**src/rtl/packed12_frame_stream_unpacker_assert.svh**
```systemverilog
// ---------------------------------------------------------------------------
// Assertion macros for the packed 12-bit frame stream unpacker.
// Each macro expects clk and rst_n in the scope where it is used.
// ---------------------------------------------------------------------------
`ifndef PACKED12_FRAME_STREAM_UNPACKER_ASSERT_SVH
`define PACKED12_FRAME_STREAM_UNPACKER_ASSERT_SVH

// same-cycle implication
`define PF12U_ASSERT_IMP(lbl, ante, cons) \
  lbl: assert property (@(posedge clk) disable iff (!rst_n) (ante) |-> (cons)) \
    else $error("pf12u check failed");

// next-cycle implication
`define PF12U_ASSERT_NEXT(lbl, ante, cons) \
  lbl: assert property (@(posedge clk) disable iff (!rst_n) (ante) |=> (cons)) \
    else $error("pf12u check failed");

`endif

```
**src/rtl/pf12u_pkg.sv**
```systemverilog
// ---------------------------------------------------------------------------
// pf12u_pkg
// Shared types and codes of the packed 12-bit frame stream unpacker.
// ---------------------------------------------------------------------------
package pf12u_pkg;

  localparam int unsigned KIND_W  = 2;
  localparam int unsigned VALUE_W = 64;
  localparam int unsigned ERR_W   = 3;

  localparam logic [KIND_W-1:0] KIND_PIXEL = 2'd0;
  localparam logic [KIND_W-1:0] KIND_TICK  = 2'd1;
  localparam logic [KIND_W-1:0] KIND_ERROR = 2'd2;

  localparam logic [ERR_W-1:0] ERR_NONE     = 3'd0;
  localparam logic [ERR_W-1:0] ERR_HEADER   = 3'd1;
  localparam logic [ERR_W-1:0] ERR_ENCODING = 3'd2;
  localparam logic [ERR_W-1:0] ERR_FRAME_ID = 3'd3;
  localparam logic [ERR_W-1:0] ERR_TICK_ID  = 3'd4;

  // configuration register indexes
  localparam logic CFG_FRAMES_TO_TAKE = 1'b0;
  localparam logic CFG_ENCODING_CODE  = 1'b1;

  // result queue
  localparam int unsigned FIFO_DEPTH = 4;
  localparam int unsigned FIFO_PTR_W = 2;
  localparam int unsigned FIFO_CNT_W = 3;

  typedef struct packed {
    logic [KIND_W-1:0]  item_kind;
    logic [VALUE_W-1:0] item_value;
    logic [ERR_W-1:0]   error_code;
    logic               end_of_frame;
    logic               last_of_run;
  } result_t;

endpackage

```
**src/rtl/packed12_frame_stream_unpacker.sv**
```systemverilog
// ---------------------------------------------------------------------------
// packed12_frame_stream_unpacker
// Parses a little-endian acquisition byte stream (header, frame blocks,
// tick blocks) and unpacks 12-bit packed pixels into result items.
//
//   channel  dir  handshake             payload
//   in_      in   in_valid / in_ready   in_stream_byte
//   out_     out  out_valid / out_ready item_kind, item_value, error_code,
//                                       end_of_frame, last_of_run
//   cfg_     in   cfg_valid / cfg_ready cfg_index, cfg_data
//
// One byte is taken per cycle while the result queue has room; a byte is registered
// before the parser, and its results are written into the 4-entry queue.
// A byte triple gives two results, drained one per cycle while out_ready is
// high; the input stalls only while the queue holds more than two.
// Reset (rst_n low, synchronous) returns the parser to the header id.
// ---------------------------------------------------------------------------
module packed12_frame_stream_unpacker #(
  parameter int unsigned MAX_DIMENSION_BITS = 16,
  parameter int unsigned TICK_BYTES         = 8
) (
  input  logic        clk,
  input  logic        rst_n,
  input  logic        in_valid,
  output logic        in_ready,
  input  logic [7:0]  in_stream_byte,
  output logic        out_valid,
  input  logic        out_ready,
  output logic [1:0]  out_item_kind,
  output logic [63:0] out_item_value,
  output logic [2:0]  out_error_code,
  output logic        out_end_of_frame,
  output logic        out_last_of_run,
  input  logic        cfg_valid,
  output logic        cfg_ready,
  input  logic        cfg_index,
  input  logic [15:0] cfg_data
);

  logic [15:0]        frames_to_take_r;
  logic [7:0]         encoding_code_r;
  logic               can_take;
  logic [1:0]         push_n;
  pf12u_pkg::result_t res0;
  pf12u_pkg::result_t res1;
  pf12u_pkg::result_t out_res;

  assign cfg_ready = 1'b1;

  always_ff @(posedge clk) begin
    if (!rst_n) begin
      frames_to_take_r <= 16'd1;
      encoding_code_r  <= 8'd0;
    end else if (cfg_valid) begin
      case (cfg_index)
        pf12u_pkg::CFG_FRAMES_TO_TAKE: frames_to_take_r <= cfg_data;
        pf12u_pkg::CFG_ENCODING_CODE:  encoding_code_r  <= cfg_data[7:0];
        default: ;
      endcase
    end
  end

  pf12u_parser #(
    .MAX_DIMENSION_BITS (MAX_DIMENSION_BITS),
    .TICK_BYTES         (TICK_BYTES)
  ) u_parser (
    .clk            (clk),
    .rst_n          (rst_n),
    .in_valid       (in_valid),
    .in_byte        (in_stream_byte),
    .in_ready       (in_ready),
    .can_take       (can_take),
    .frames_to_take (frames_to_take_r),
    .encoding_code  (encoding_code_r),
    .res0           (res0),
    .res1           (res1),
    .push_n         (push_n)
  );

  pf12u_out_fifo u_out_fifo (
    .clk       (clk),
    .rst_n     (rst_n),
    .push_n    (push_n),
    .res0      (res0),
    .res1      (res1),
    .can_take  (can_take),
    .out_valid (out_valid),
    .out_ready (out_ready),
    .out_res   (out_res)
  );

  assign out_item_kind    = out_res.item_kind;
  assign out_item_value   = out_res.item_value;
  assign out_error_code   = out_res.error_code;
  assign out_end_of_frame = out_res.end_of_frame;
  assign out_last_of_run  = out_res.last_of_run;

endmodule

```
**src/rtl/pf12u_parser.sv**
```systemverilog
// ---------------------------------------------------------------------------
// pf12u_parser
// Input byte register plus the stream parser: header, frame blocks, 12-bit
// pixel unpacking, padding skips and tick blocks. Emits up to two results.
// ---------------------------------------------------------------------------
module pf12u_parser #(
  parameter int unsigned MAX_DIMENSION_BITS = 16,
  parameter int unsigned TICK_BYTES         = 8
) (
  input  logic                  clk,
  input  logic                  rst_n,
  input  logic                  in_valid,
  input  logic [7:0]            in_byte,
  output logic                  in_ready,
  input  logic                  can_take,
  input  logic [15:0]           frames_to_take,
  input  logic [7:0]            encoding_code,
  output pf12u_pkg::result_t    res0,
  output pf12u_pkg::result_t    res1,
  output logic [1:0]            push_n
);

  localparam int unsigned W  = MAX_DIMENSION_BITS;
  localparam int unsigned UW = 16 + W;

  typedef enum logic [3:0] {
    PH_HDR_ID, PH_HDR_LEN, PH_STRIDE, PH_ENC, PH_CLOCK, PH_WIDTH, PH_HEIGHT,
    PH_FRM_ID, PH_FRM_LEN, PH_PIXELS, PH_ROW_PAD, PH_TRAIL, PH_TICK_ID,
    PH_TICK_LEN, PH_TICK_DATA, PH_STOPPED
  } phase_t;

  logic          byte_valid_r;
  logic [7:0]    byte_r;
  phase_t        phase_r, phase_nxt;
  logic [3:0]    cnt_r, cnt_nxt;
  logic [63:0]   acc_r, acc_nxt;
  logic [15:0]   stride_r, stride_nxt;
  logic [W-1:0]  width_r, width_nxt;
  logic [W-1:0]  height_r, height_nxt;
  logic [31:0]   blen_r, blen_nxt;
  logic [W-1:0]  rowpos_r, rowpos_nxt;
  logic [W-1:0]  rows_r, rows_nxt;
  logic [15:0]   held_r, held_nxt;
  logic [31:0]   skip_r, skip_nxt;
  logic [15:0]   frames_r, frames_nxt;
  logic [2:0]    err_r, err_nxt;
  logic [UW-1:0] used_r;

  logic          fire;
  logic [63:0]   acc_upd;
  logic [3:0]    cnt_inc;
  logic [31:0]   bl_new;
  logic [31:0]   fin_bl;
  logic [31:0]   used32;
  logic          fin_more;
  logic [31:0]   fin_skip;
  logic [W-1:0]  effw;
  logic [W-2:0]  half_w;
  logic [W:0]    rb;
  logic [16:0]   stride17;
  logic [16:0]   rb17;
  logic [16:0]   pad17;
  logic          last_row;
  logic          row_end;
  logic [W-1:0]  rows_inc;
  logic [31:0]   skip_dec;
  logic [31:0]   bl_dec;
  logic [63:0]   tdata;
  logic [15:0]   frames_inc;
  logic [15:0]   limit;
  logic [7:0]    b0, b1;

  assign fire     = byte_valid_r && can_take;
  assign in_ready = !byte_valid_r || fire;

  assign acc_upd  = acc_r | ({56'd0, byte_r} << {cnt_r[2:0], 3'b000});
  assign cnt_inc  = cnt_r + 4'd1;
  assign bl_new   = acc_upd[31:0] - 32'd4;

  assign used32   = 32'(used_r);
  assign fin_bl   = (phase_r == PH_FRM_LEN) ? bl_new : blen_r;
  assign fin_more = fin_bl > used32;
  assign fin_skip = fin_bl - used32;

  assign half_w   = width_r[W-1:1];
  assign effw     = {half_w, 1'b0};
  assign rb       = (W+1)'(half_w) + ((W+1)'(half_w) << 1);
  assign stride17 = {1'b0, stride_r};
  assign rb17     = 17'(rb);
  assign pad17    = stride17 - rb17;

  assign last_row = ({1'b0, rows_r} + (W+1)'(1)) >= {1'b0, height_r};
  assign row_end  = ({1'b0, rowpos_r} + (W+1)'(2)) >= {1'b0, effw};
  assign rows_inc = rows_r + W'(1);

  assign skip_dec = skip_r - 32'(skip_r != 32'd0);
  assign bl_dec   = blen_r - 32'(blen_r != 32'd0);
  assign tdata    = (cnt_r < 4'(TICK_BYTES)) ? acc_upd : acc_r;

  assign frames_inc = (frames_r != 16'hFFFF) ? frames_r + 16'd1 : frames_r;
  assign limit      = (frames_to_take == 16'd0) ? 16'd1 : frames_to_take;

  assign b0 = held_r[7:0];
  assign b1 = held_r[15:8];

  always_comb begin
    phase_nxt  = phase_r;
    cnt_nxt    = cnt_r;
    acc_nxt    = acc_r;
    stride_nxt = stride_r;
    width_nxt  = width_r;
    height_nxt = height_r;
    blen_nxt   = blen_r;
    rowpos_nxt = rowpos_r;
    rows_nxt   = rows_r;
    held_nxt   = held_r;
    skip_nxt   = skip_r;
    frames_nxt = frames_r;
    err_nxt    = err_r;
    res0       = '0;
    res1       = '0;
    push_n     = 2'd0;

    if (fire && err_r == pf12u_pkg::ERR_NONE) begin
      case (phase_r)
        PH_HDR_ID, PH_HDR_LEN, PH_STRIDE, PH_ENC, PH_CLOCK, PH_WIDTH, PH_HEIGHT,
        PH_FRM_ID, PH_FRM_LEN, PH_TICK_ID, PH_TICK_LEN: begin
          acc_nxt = acc_upd;
          cnt_nxt = cnt_inc;
          case (phase_r)
            PH_HDR_ID: begin
              if (cnt_inc >= 4'd4) begin
                acc_nxt   = '0;
                cnt_nxt   = '0;
                held_nxt  = {15'd0, acc_upd == 64'd2};
                phase_nxt = PH_HDR_LEN;
              end
            end
            PH_HDR_LEN: begin
              if (cnt_inc >= 4'd4) begin
                acc_nxt  = '0;
                cnt_nxt  = '0;
                held_nxt = '0;
                if (!held_r[0] || acc_upd != 64'd19) begin
                  err_nxt         = pf12u_pkg::ERR_HEADER;
                  phase_nxt       = PH_STOPPED;
                  res0.item_kind  = pf12u_pkg::KIND_ERROR;
                  res0.error_code = pf12u_pkg::ERR_HEADER;
                  res0.last_of_run = 1'b1;
                  push_n          = 2'd1;
                end else begin
                  phase_nxt = PH_STRIDE;
                end
              end
            end
            PH_STRIDE: begin
              if (cnt_inc >= 4'd2) begin
                acc_nxt    = '0;
                cnt_nxt    = '0;
                stride_nxt = acc_upd[15:0];
                phase_nxt  = PH_ENC;
              end
            end
            PH_ENC: begin
              acc_nxt = '0;
              cnt_nxt = '0;
              if (acc_upd[7:0] != encoding_code) begin
                err_nxt          = pf12u_pkg::ERR_ENCODING;
                phase_nxt        = PH_STOPPED;
                res0.item_kind   = pf12u_pkg::KIND_ERROR;
                res0.error_code  = pf12u_pkg::ERR_ENCODING;
                res0.last_of_run = 1'b1;
                push_n           = 2'd1;
              end else begin
                phase_nxt = PH_CLOCK;
              end
            end
            PH_CLOCK: begin
              if (cnt_inc >= 4'd8) begin
                acc_nxt   = '0;
                cnt_nxt   = '0;
                phase_nxt = PH_WIDTH;
              end
            end
            PH_WIDTH: begin
              if (cnt_inc >= 4'd2) begin
                acc_nxt   = '0;
                cnt_nxt   = '0;
                width_nxt = acc_upd[W-1:0];
                phase_nxt = PH_HEIGHT;
              end
            end
            PH_HEIGHT: begin
              if (cnt_inc >= 4'd2) begin
                acc_nxt    = '0;
                cnt_nxt    = '0;
                height_nxt = acc_upd[W-1:0];
                phase_nxt  = PH_FRM_ID;
              end
            end
            PH_FRM_ID: begin
              if (cnt_inc >= 4'd4) begin
                acc_nxt = '0;
                cnt_nxt = '0;
                if (acc_upd != 64'd0) begin
                  err_nxt          = pf12u_pkg::ERR_FRAME_ID;
                  phase_nxt        = PH_STOPPED;
                  res0.item_kind   = pf12u_pkg::KIND_ERROR;
                  res0.error_code  = pf12u_pkg::ERR_FRAME_ID;
                  res0.last_of_run = 1'b1;
                  push_n           = 2'd1;
                end else begin
                  phase_nxt = PH_FRM_LEN;
                end
              end
            end
            PH_FRM_LEN: begin
              if (cnt_inc >= 4'd4) begin
                acc_nxt    = '0;
                cnt_nxt    = '0;
                blen_nxt   = bl_new;
                rows_nxt   = '0;
                rowpos_nxt = '0;
                held_nxt   = '0;
                if (effw == '0 || height_r == '0) begin
                  // empty frame: straight to the trailing skip, or to the tick block if none
                  skip_nxt  = fin_more ? fin_skip : 32'd0;
                  phase_nxt = fin_more ? PH_TRAIL : PH_TICK_ID;
                end else begin
                  phase_nxt = PH_PIXELS;
                end
              end
            end
            PH_TICK_ID: begin
              if (cnt_inc >= 4'd4) begin
                acc_nxt = '0;
                cnt_nxt = '0;
                if (acc_upd != 64'd1) begin
                  err_nxt          = pf12u_pkg::ERR_TICK_ID;
                  phase_nxt        = PH_STOPPED;
                  res0.item_kind   = pf12u_pkg::KIND_ERROR;
                  res0.error_code  = pf12u_pkg::ERR_TICK_ID;
                  res0.last_of_run = 1'b1;
                  push_n           = 2'd1;
                end else begin
                  phase_nxt = PH_TICK_LEN;
                end
              end
            end
            default: begin
              // tick length
              if (cnt_inc >= 4'd4) begin
                acc_nxt  = '0;
                cnt_nxt  = '0;
                blen_nxt = bl_new;
                if (bl_new == 32'd0) begin
                  // empty tick data: stamp reads as zero
                  res0.item_kind   = pf12u_pkg::KIND_TICK;
                  res0.last_of_run = 1'b1;
                  push_n           = 2'd1;
                  frames_nxt       = frames_inc;
                  phase_nxt        = (frames_inc >= limit) ? PH_STOPPED : PH_FRM_ID;
                end else begin
                  phase_nxt = PH_TICK_DATA;
                end
              end
            end
          endcase
        end
        PH_PIXELS: begin
          if (cnt_r == 4'd0) begin
            held_nxt = {8'd0, byte_r};
            cnt_nxt  = 4'd1;
          end else if (cnt_r == 4'd1) begin
            held_nxt = {byte_r, held_r[7:0]};
            cnt_nxt  = 4'd2;
          end else begin
            cnt_nxt           = '0;
            held_nxt          = '0;
            res0.item_kind    = pf12u_pkg::KIND_PIXEL;
            res0.item_value   = {52'd0, b0, b1[3:0]};
            res1.item_kind    = pf12u_pkg::KIND_PIXEL;
            res1.item_value   = {52'd0, byte_r, b1[7:4]};
            res1.end_of_frame = last_row && row_end;
            res1.last_of_run  = 1'b1;
            push_n            = 2'd2;
            if (row_end) begin
              rowpos_nxt = '0;
              rows_nxt   = rows_inc;
              if (stride17 > rb17) begin
                skip_nxt  = 32'(pad17[15:0]);
                phase_nxt = PH_ROW_PAD;
              end else if (rows_inc >= height_r) begin
                acc_nxt   = '0;
                skip_nxt  = fin_more ? fin_skip : 32'd0;
                phase_nxt = fin_more ? PH_TRAIL : PH_TICK_ID;
              end else begin
                phase_nxt = PH_PIXELS;
              end
            end else begin
              rowpos_nxt = rowpos_r + W'(2);
            end
          end
        end
        PH_ROW_PAD: begin
          skip_nxt = skip_dec;
          if (skip_dec == 32'd0) begin
            if (rows_r >= height_r) begin
              cnt_nxt   = '0;
              acc_nxt   = '0;
              skip_nxt  = fin_more ? fin_skip : 32'd0;
              phase_nxt = fin_more ? PH_TRAIL : PH_TICK_ID;
            end else begin
              phase_nxt = PH_PIXELS;
            end
          end
        end
        PH_TRAIL: begin
          skip_nxt = skip_dec;
          if (skip_dec == 32'd0) begin
            phase_nxt = PH_TICK_ID;
          end
        end
        PH_TICK_DATA: begin
          // bytes past the stamp width are only counted down
          if (cnt_r < 4'(TICK_BYTES)) begin
            acc_nxt = acc_upd;
            cnt_nxt = cnt_inc;
          end
          blen_nxt = bl_dec;
          if (bl_dec == 32'd0) begin
            res0.item_kind   = pf12u_pkg::KIND_TICK;
            res0.item_value  = tdata;
            res0.last_of_run = 1'b1;
            push_n           = 2'd1;
            acc_nxt          = '0;
            cnt_nxt          = '0;
            frames_nxt       = frames_inc;
            phase_nxt        = (frames_inc >= limit) ? PH_STOPPED : PH_FRM_ID;
          end
        end
        default: begin
          // stopped: byte dropped
        end
      endcase
    end
  end

  always_ff @(posedge clk) begin
    if (!rst_n) begin
      byte_valid_r <= 1'b0;
      phase_r      <= PH_HDR_ID;
      cnt_r        <= '0;
      acc_r        <= '0;
      stride_r     <= '0;
      width_r      <= '0;
      height_r     <= '0;
      blen_r       <= '0;
      rowpos_r     <= '0;
      rows_r       <= '0;
      held_r       <= '0;
      skip_r       <= '0;
      frames_r     <= '0;
      err_r        <= pf12u_pkg::ERR_NONE;
    end else begin
      if (in_ready) begin
        byte_valid_r <= in_valid;
      end
      phase_r  <= phase_nxt;
      cnt_r    <= cnt_nxt;
      acc_r    <= acc_nxt;
      stride_r <= stride_nxt;
      width_r  <= width_nxt;
      height_r <= height_nxt;
      blen_r   <= blen_nxt;
      rowpos_r <= rowpos_nxt;
      rows_r   <= rows_nxt;
      held_r   <= held_nxt;
      skip_r   <= skip_nxt;
      frames_r <= frames_nxt;
      err_r    <= err_nxt;
    end
  end

  // payload only; stride and height settle long before a frame length ends
  always_ff @(posedge clk) begin
    if (in_ready && in_valid) begin
      byte_r <= in_byte;
    end
    used_r <= UW'(stride_r) * UW'(height_r);
  end

endmodule

```
**src/rtl/pf12u_out_fifo.sv**
```systemverilog
// ---------------------------------------------------------------------------
// pf12u_out_fifo
// Result queue: takes up to two results per cycle, hands out one per
// transfer. The head entry drives the result ports.
// ---------------------------------------------------------------------------
`include "packed12_frame_stream_unpacker_assert.svh"

module pf12u_out_fifo (
  input  logic                clk,
  input  logic                rst_n,
  input  logic [1:0]          push_n,
  input  pf12u_pkg::result_t  res0,
  input  pf12u_pkg::result_t  res1,
  output logic                can_take,
  output logic                out_valid,
  input  logic                out_ready,
  output pf12u_pkg::result_t  out_res
);

  localparam int unsigned PW = pf12u_pkg::FIFO_PTR_W;
  localparam int unsigned CW = pf12u_pkg::FIFO_CNT_W;

  pf12u_pkg::result_t mem_r [pf12u_pkg::FIFO_DEPTH];
  logic [PW-1:0] wr_ptr_r, wr_ptr_nxt;
  logic [PW-1:0] rd_ptr_r, rd_ptr_nxt;
  logic [CW-1:0] cnt_r, cnt_nxt;
  logic          pop;

  assign out_valid = cnt_r != '0;
  assign out_res   = mem_r[rd_ptr_r];
  assign pop       = out_valid && out_ready;
  // room for a full pixel pair
  assign can_take  = cnt_r <= CW'(pf12u_pkg::FIFO_DEPTH - 2);

  assign wr_ptr_nxt = wr_ptr_r + PW'(push_n);
  assign rd_ptr_nxt = rd_ptr_r + PW'(pop);
  assign cnt_nxt    = cnt_r + CW'(push_n) - CW'(pop);

  always_ff @(posedge clk) begin
    if (!rst_n) begin
      wr_ptr_r <= '0;
      rd_ptr_r <= '0;
      cnt_r    <= '0;
    end else begin
      wr_ptr_r <= wr_ptr_nxt;
      rd_ptr_r <= rd_ptr_nxt;
      cnt_r    <= cnt_nxt;
    end
  end

  always_ff @(posedge clk) begin
    if (push_n != 2'd0) begin
      mem_r[wr_ptr_r] <= res0;
    end
    if (push_n == 2'd2) begin
      mem_r[wr_ptr_r + PW'(1)] <= res1;
    end
  end

  `PF12U_ASSERT_IMP(a_cnt_bound, 1'b1, cnt_r <= CW'(pf12u_pkg::FIFO_DEPTH))
  `PF12U_ASSERT_IMP(a_push_room, push_n != 2'd0, cnt_r <= CW'(pf12u_pkg::FIFO_DEPTH - 2))
  `PF12U_ASSERT_IMP(a_eof_is_last_pixel, out_valid && out_res.end_of_frame, out_res.last_of_run && out_res.item_kind == pf12u_pkg::KIND_PIXEL)

endmodule
```
**config.mk**
```make
export PLATFORM = sky130hd
export DESIGN_NAME = packed12_frame_stream_unpacker
export DESIGN_NICKNAME = d
export VERILOG_FILES = /design/src/rtl/pf12u_pkg.sv /design/src/rtl/packed12_frame_stream_unpacker.sv /design/src/rtl/pf12u_parser.sv /design/src/rtl/pf12u_out_fifo.sv
export VERILOG_INCLUDE_DIRS = /design/src /design/src/rtl
export SDC_FILE = /design/constraint.sdc
export NUM_CORES = 2
export LEC_CHECK = 0
export BUFFER_PORTS_ARGS = -buffer_cell sky130_fd_sc_hd__buf_4
export CAP_MARGIN = 20
export CORE_MARGIN = 4
export CORE_UTILIZATION = 65
export CTS_CLUSTER_DIAMETER = 40
export CTS_CLUSTER_SIZE = 24
export DETAILED_ROUTE_END_ITERATION = 10
export HOLD_SLACK_MARGIN = 0.08
export PLACE_DENSITY_LB_ADDON = 0.08
export SLEW_MARGIN = 20
export SYNTH_ARGS = -nofsm -noshare
export SYNTH_HDL_FRONTEND = slang
export SYNTH_SLANG_ARGS = --single-unit
```
**constraint.sdc**
```tcl
create_clock -name clk -period 13.7 [get_ports clk]
set_input_delay 2.74 -clock clk [delete_from_list [all_inputs] [get_ports clk]]
set_output_delay 2.74 -clock clk [all_outputs]
set_load 0.05 [all_outputs]
```
* Word level (Yosys, flattened, before mapping)
Memory sizes are Yosys's and may differ from the RTL's. A register that Yosys moved wholly into a read port is not among the register bits.
Cells that the tools add are included.
** Storage, ports and cells
- Flip-flop bits (word level) :: 323
- RAM bits :: 284
- Bits of input ports :: 30
- Memories :: 1
** Cells by class
- Shift operators :: 1
- Eq/ne operators :: 58
- $mul :: 1
- $add $sub $neg :: 17
- Order comparisons :: 12
- Mux-type cells :: 164
- Reduce and logical (&&, ||, !) cells :: 52
- Bitwise gates (word level) :: 2
** Memories
- u_out_fifo.mem_r :: depth 4, width 71, read ports 1, clocked after memory_dff 1, wr ports 2, line pf12u_out_fifo.sv:23 : pf12u_pkg::result_t mem_r [pf12u_pkg::FIFO_DEPTH];
** Operator list (number)
- $mux 64 :: 12
- $mux 32 :: 14
- $mux 16 :: 17
- $mux 66 :: 4
- $pmux 64 s4 :: 1
- $pmux 64 s3 :: 1
- $pmux 16 s2 :: 5
- $mux 4 :: 32
- $pmux 32 s4 :: 1
- $pmux 64 s2 :: 1
- $logic_not 32->1 :: 3
- $mux 69 :: 1
- $mux 65 :: 1
- $eq 64x2->1 const B :: 1
- $ne 64x1->1 const B :: 1
- $ne 64x5->1 const B :: 1
- $or 64x64->64 :: 1
- $pmux 32 s2 :: 1
- $reduce_bool 32->1 :: 2
- $reduce_bool 64->1 :: 1
- $shl 8x6->64 :: 1
- $sub 32x1->32 :: 2
- $ge 16x16->1 :: 3
- $logic_not 16->1 :: 3
- 73 further kinds :: 197

* Logic depth before layout (Yosys ltp)
- Depth after elaboration :: 12
- Depth in mapped cells :: 26

* By module
A second synthesis with hierarchy kept.
** Unflattened totals
- Cells, all modules :: 4783
- Area, all modules :: 45723.9 um2
** Modules (own cells, without submodules)
- pf12u_parser :: instances 1, area each 30401.7 um2, cells each 3951, sequential area each 5885.6 um2
- pf12u_out_fifo :: instances 1, area each 14355.0 um2, cells each 732, sequential area each 8668.3 um2
- packed12_frame_stream_unpacker :: instances 1, area each 967.2 um2, cells each 100, sequential area each 480.5 um2

* Worst setup path after synthesis
Ideal clock, no wire load.
- Path kind :: register to register
- From :: register u_parser.height_r[4]
- To :: register u_parser.used_r[30] (netlist: u_parser.used32[30])
- Library setup time :: 0.072 ns
- Cell stages (with the launch flop) :: 26
- Data arrival time :: 6.513 ns
- Path slack :: 7.114 ns
- Required time :: 13.628 ns
- Period minus slack after synthesis :: 6.586 ns
- Path through :: dfxtp_1 > clkbuf_1 > clkbuf_1 > nand2_1 > fa_1 > inv_1 > fa_1 > inv_1 > fa_1 > fa_1 > inv_1 > fa_1 > inv_1 > fa_1 > inv_1 > ha_1 > a21o_1 > a211oi_1 > o22ai_1 > o21a_1 > o41ai_1 > a21oi_1 > or4_1 > a31o_2 > a21oi_1 > xnor2_1
** On the way
- Cells in the longest elaborated chain, start to end :: 1
** Ends and longest elaborated chain
- start, declared :: line pf12u_parser.sv:39 : logic [W-1:0] height_r, height_nxt;
- start signal, assigned :: line pf12u_parser.sv:374 : height_r <= height_nxt;
- $mul 16x16->32 :: line pf12u_parser.sv:390 : used_r <= UW'(stride_r) * UW'(height_r);
- end signal, assigned :: line pf12u_parser.sv:390
- end, declared :: line pf12u_parser.sv:47 : logic [UW-1:0] used_r;
Every way passes these cells.
A chain may end at the register's enable or synchronous reset.

* Worst setup path after layout
- From :: register u_parser.cnt_r[0]
- To :: register u_parser.skip_r[31]
** On the way
- Cells in the longest elaborated chain, start to end :: 12
- Elaborated cells on any way between the ends :: 26
- Those cells by class :: add/sub: 3; order compare: 2; eq/ne: 4; shift: 1; mux: 13; bitwise: 1; reduce/logical: 2
** Ends and longest elaborated chain
- start, declared :: line pf12u_parser.sv:35 : logic [3:0] cnt_r, cnt_nxt;
- start signal, assigned :: line pf12u_parser.sv:370 : cnt_r <= cnt_nxt;
- $shl 8x6->64 :: line pf12u_parser.sv:76 : assign acc_upd = acc_r | ({56'd0, byte_r} << {cnt_r[2:0], 3'b000});
- $or 64x64->64 :: line pf12u_parser.sv:76
- $sub 32x3->32 :: line pf12u_parser.sv:78 : assign bl_new = acc_upd[31:0] - 32'd4;
- $mux 32 :: line pf12u_parser.sv:81 : assign fin_bl = (phase_r == PH_FRM_LEN) ? bl_new : blen_r;
- $sub 32x32->32 / $gt 32x32->1 (equally long branches) :: line pf12u_parser.sv:83, pf12u_parser.sv:82
- $mux 32 :: line pf12u_parser.sv:227, pf12u_parser.sv:295, pf12u_parser.sv:311
- $mux 32 :: line pf12u_parser.sv:293 : end else if (rows_inc >= height_r) begin
- $mux 32 :: line pf12u_parser.sv:290 : if (stride17 > rb17) begin
- $mux 32 :: line pf12u_parser.sv:287 : if (row_end) begin
- $mux 32 :: line pf12u_parser.sv:274 : end else if (cnt_r == 4'd1) begin
- $mux 32 :: line pf12u_parser.sv:271 : if (cnt_r == 4'd0) begin
- $pmux 32 s4 :: line pf12u_parser.sv:125 : case (phase_r)
- end signal, assigned :: line pf12u_parser.sv:379 : skip_r <= skip_nxt;
- end, declared :: line pf12u_parser.sv:44 : logic [31:0] skip_r, skip_nxt;
Several ways; a longest one is shown, not always the timed one. The select of a mux whose other input is x is not followed.

==> metrics.txt <==
total grt overflow 0; Die Footprint 71300 sq um; H-tree levels 3; Clk network pwr share 50.1%; f_max 130 MHz; net switching power 1650 uW; postcts setup bufs 0; cells after synthesis 5284; Hold Crit Class flop to flop; DR vias/cell 6.59; skew final 0.0726 ns; layout cell share with drive strength beyond 1 10.2%; Synth Area per Inst 8.25 sq um; syn_nets 5766; row cnt 94; Mapped Area 43600 sq um; worst r2r src u_parser.cnt_r[0]; CP endpoint kind flop; # IOs 104; Combinational Power Share 15.4%; Seq/Total Area, Yosys about 29%; # resized after CTS 0; PD cells 114 nW/um^2; Area Overhead vs Synth 10.5%; Final HPWL DP around 100 mm; FF-to-FF setup slack 6.00 ns; min cycle time layout between 7 and 8 ns; CP Data Required Time between 10 and 15 ns; Total GRT Usage approximately two fifths; Core Box Area 66100 sq um; Max Cap Viol 0; CTS tree yes; Peak VDD IR about 0.11 mV; antenna-violating nets left 0; CTS Buffer Depth 3; Clock Tree Root clkbuf_16; Nets 5676; Sequential Power Share 34.5%; setup total negative slack 0 ns; Die Ht 267 microns; Pins Over Slew Limit 0; status finished clean; drt wl/cell 22.9 microns; Worst Hold Path Cells 2; largest net degree at the start of global routing between 100 and 150; HP Start u_parser.held_r[4]; CP Max Fanout 33; clock latency on the worst-skew pair ~0.70 ns; Warnings, synthesis 0; leading register cell type out of synthesis dfxtp_1; unrepaired setup endpoints after global routing false; Period Utilization, post-route 56.2%; worst rel slew slack 18.4%; Pleak around 0.019 uW; Initial DRT Pass Iterations 8; Starting Density 65.9%; Final Wtd Congestion 0.988; sw frac 30.0%; Final setup viols 0; Remaining DRCs 0; Clock transition at path regs 0.06 ns; Data arrival, critical path 8.29 ns; WHS Endpoint u_parser.held_r[4]; EDFF count, synth 64; final hold viol count 0; first-pass GRT wire length ~220 mm; Yosys cell types 98; hold buffer count at CTS 0; crit start category flop; via count 40478; R2R cell count 21; post-synthesis register bit count ~600; WS Path Type flop to flop; Critical R2R Capture u_parser.skip_r[31]; Port Buffers 102; initial DRC count slightly below 5000; final wirelength 141 mm; cts bufs inserted 98; Internal 3850 uW; ys async rst share 0%; number of global-route vias before repair 38240; Slew @ Worst Pin 1.22 ns; Pwr Total 5490 uW; clock sinks 605; Die W 267 microns; initial antenna violation count 5
final cells by class:
type	count	area [sq um]
diodes	2	5.00
clock buffers	114	2660
clock inverters	70	1050
fillers	5137	18000
inverters	388	1460
multi-input cells	3928	27800
flip-flops and latches	605	12800
well taps	864	1080
repair buffers	173	1310
worst max-delay path, cell delays in order (launching register included):
cell and delay [ns]:
dfxtp_1 1.13, nor2_1 0.15, a21oi_1 0.42, ha_1 0.30
nand2b_1 0.08, nor4_2 0.41, nand3_1 0.46, nor2_1 0.47
xnor2_1 0.32, o21ai_0 0.18, ha_1 0.45, nand4_1 0.16
nor4_1 0.41, nand2_1 0.09, a21oi_1 0.29, o21ai_0 0.15
a21boi_1 0.64, o31a_1 0.24, buf_4 0.30, and2_1 0.47
nor4b_1 0.30, a211o_1 0.14
cells in the mapped netlist (21+ instances only):
cell        n  share of area (%)
a211oi_1   58                1.0
xnor2_1    95                1.9
buf_1      26               0.22
edfxtp_1   64                4.4
nor4_1     56               0.80
xor2_1     64                1.3
nor2b_1    37               0.53
nand4_1    72                1.0
inv_1     384                3.3
and3_1     40               0.57
nand2b_1   45               0.65
and2_1     99                1.4
mux4_2     71                3.7
a21oi_1   367                4.2
or3_1      33               0.47
o21ai_1   152                1.7
nor3_1     74               0.85
clkbuf_1  263                2.3
or2_2      25               0.36
buf_6      26               0.67
fa_1      198                9.1
ha_1      254                7.3
o21a_1     26               0.45
nand2_1   561                4.8
nor2_1    382                3.3
nand3_1   347                4.0
or4_1      25               0.43
buf_2      40               0.46
o21ai_0   381                4.4
a31oi_1    46               0.66
o211ai_1   25               0.43
dfxtp_1   541                 25
o31ai_1    21               0.36
a22oi_1    27               0.47
a21o_1     48               0.83
placed cells by master (no fill, tap or decap), types with 99 or more instances in the layout:
master,instances
fa_1,198
ha_1,254
o21ai_0,381
dfxtp_1,539
nand3_1,344
inv_1,384
and2_1,99
o21ai_1,152
nand2_1,559
buf_4,172
clkbuf_16,101
nor2_1,379
a21oi_1,366
cell families (layout without fill, tap and decap cells):
group / after synthesis / count (layout) / synth area share, %
AO/OA/AOI/OAI: 1336 / 1336 / 18.5
XOR/XNOR: 159 / 159 / 3.19
adder cells (fa/ha/maj): 453 / 453 / 16.4
buffers and inverters: 751 / 745 / 7.10
flip-flops: 605 / 605 / 29.3
multiplexers: 83 / 83 / 3.97
other: 1 / 3 / 0.00860
AND/OR/NAND/NOR: 1896 / 1896 / 21.5
metal layers:
metal	track usage [%]	share of wire [%]	up-vias
li1	-	-	18450
met1	50.7	39	19321
met2	62.2	46	2223
met3	6.54	9.3	480
met4	19.5	5.9	4
met5	0	0.019	-
flip-flops by register name, summed over array words and instances, names as in the netlist, 32 cells and up:
register,count
u_parser.skip_r,32
u_parser.used32,32
u_parser.blen_r,32
u_parser.acc_r,64
u_out_fifo.mem_r,284
how the worst max path moves through the flow:
| stage | cells past startpoint | startpoint | to |
|---|---|---|---|
| 2_1_floorplan | 25 | u_parser.height_r[4] | u_parser.used32[30] |
| 5_1_grt | 21 | u_parser.cnt_r[0] | u_parser.skip_r[31] |
| 3_3_place_gp | 21 | u_parser.cnt_r[0] | u_parser.skip_r[31] |
| 6_report | 21 | u_parser.cnt_r[0] | u_parser.skip_r[31] |
| 3_5_place_dp | 21 | u_parser.cnt_r[0] | u_parser.skip_r[31] |
| 4_1_cts | 21 | u_parser.cnt_r[0] | u_parser.skip_r[31] |
power by group through the flow:
stage	combinational (uW)	clock [uW]	sequential, uW
CTS	824	2770	1890
finish	846	2750	1890
global placement	816	0	1930
global route	883	2850	1900
detailed placement	820	0	1930
floorplan	576	0	1880
metrics by stage:
| stage | utilization [%] | worst slack (ns) | hold WS (ns) | instance area [sq um] | std cells |
|---|---|---|---|---|---|
| CTS | 72.8 | 5.92 | 0.452 | 48100 | 6141 |
| finish | 72.8 | 6.00 | 0.455 | 48100 | 6144 |
| detailed placement | 67.2 | 6.04 | 0.445 | 44400 | 5957 |
| global route | 72.8 | 5.61 | 0.473 | 48100 | 6144 |
| floorplan | - | 7.11 | 0.425 | 43600 | 5284 |
| global placement | 67.2 | 6.19 | 0.438 | 44400 | 5957 |
Note: power is estimated with default switching activity, not from simulation.
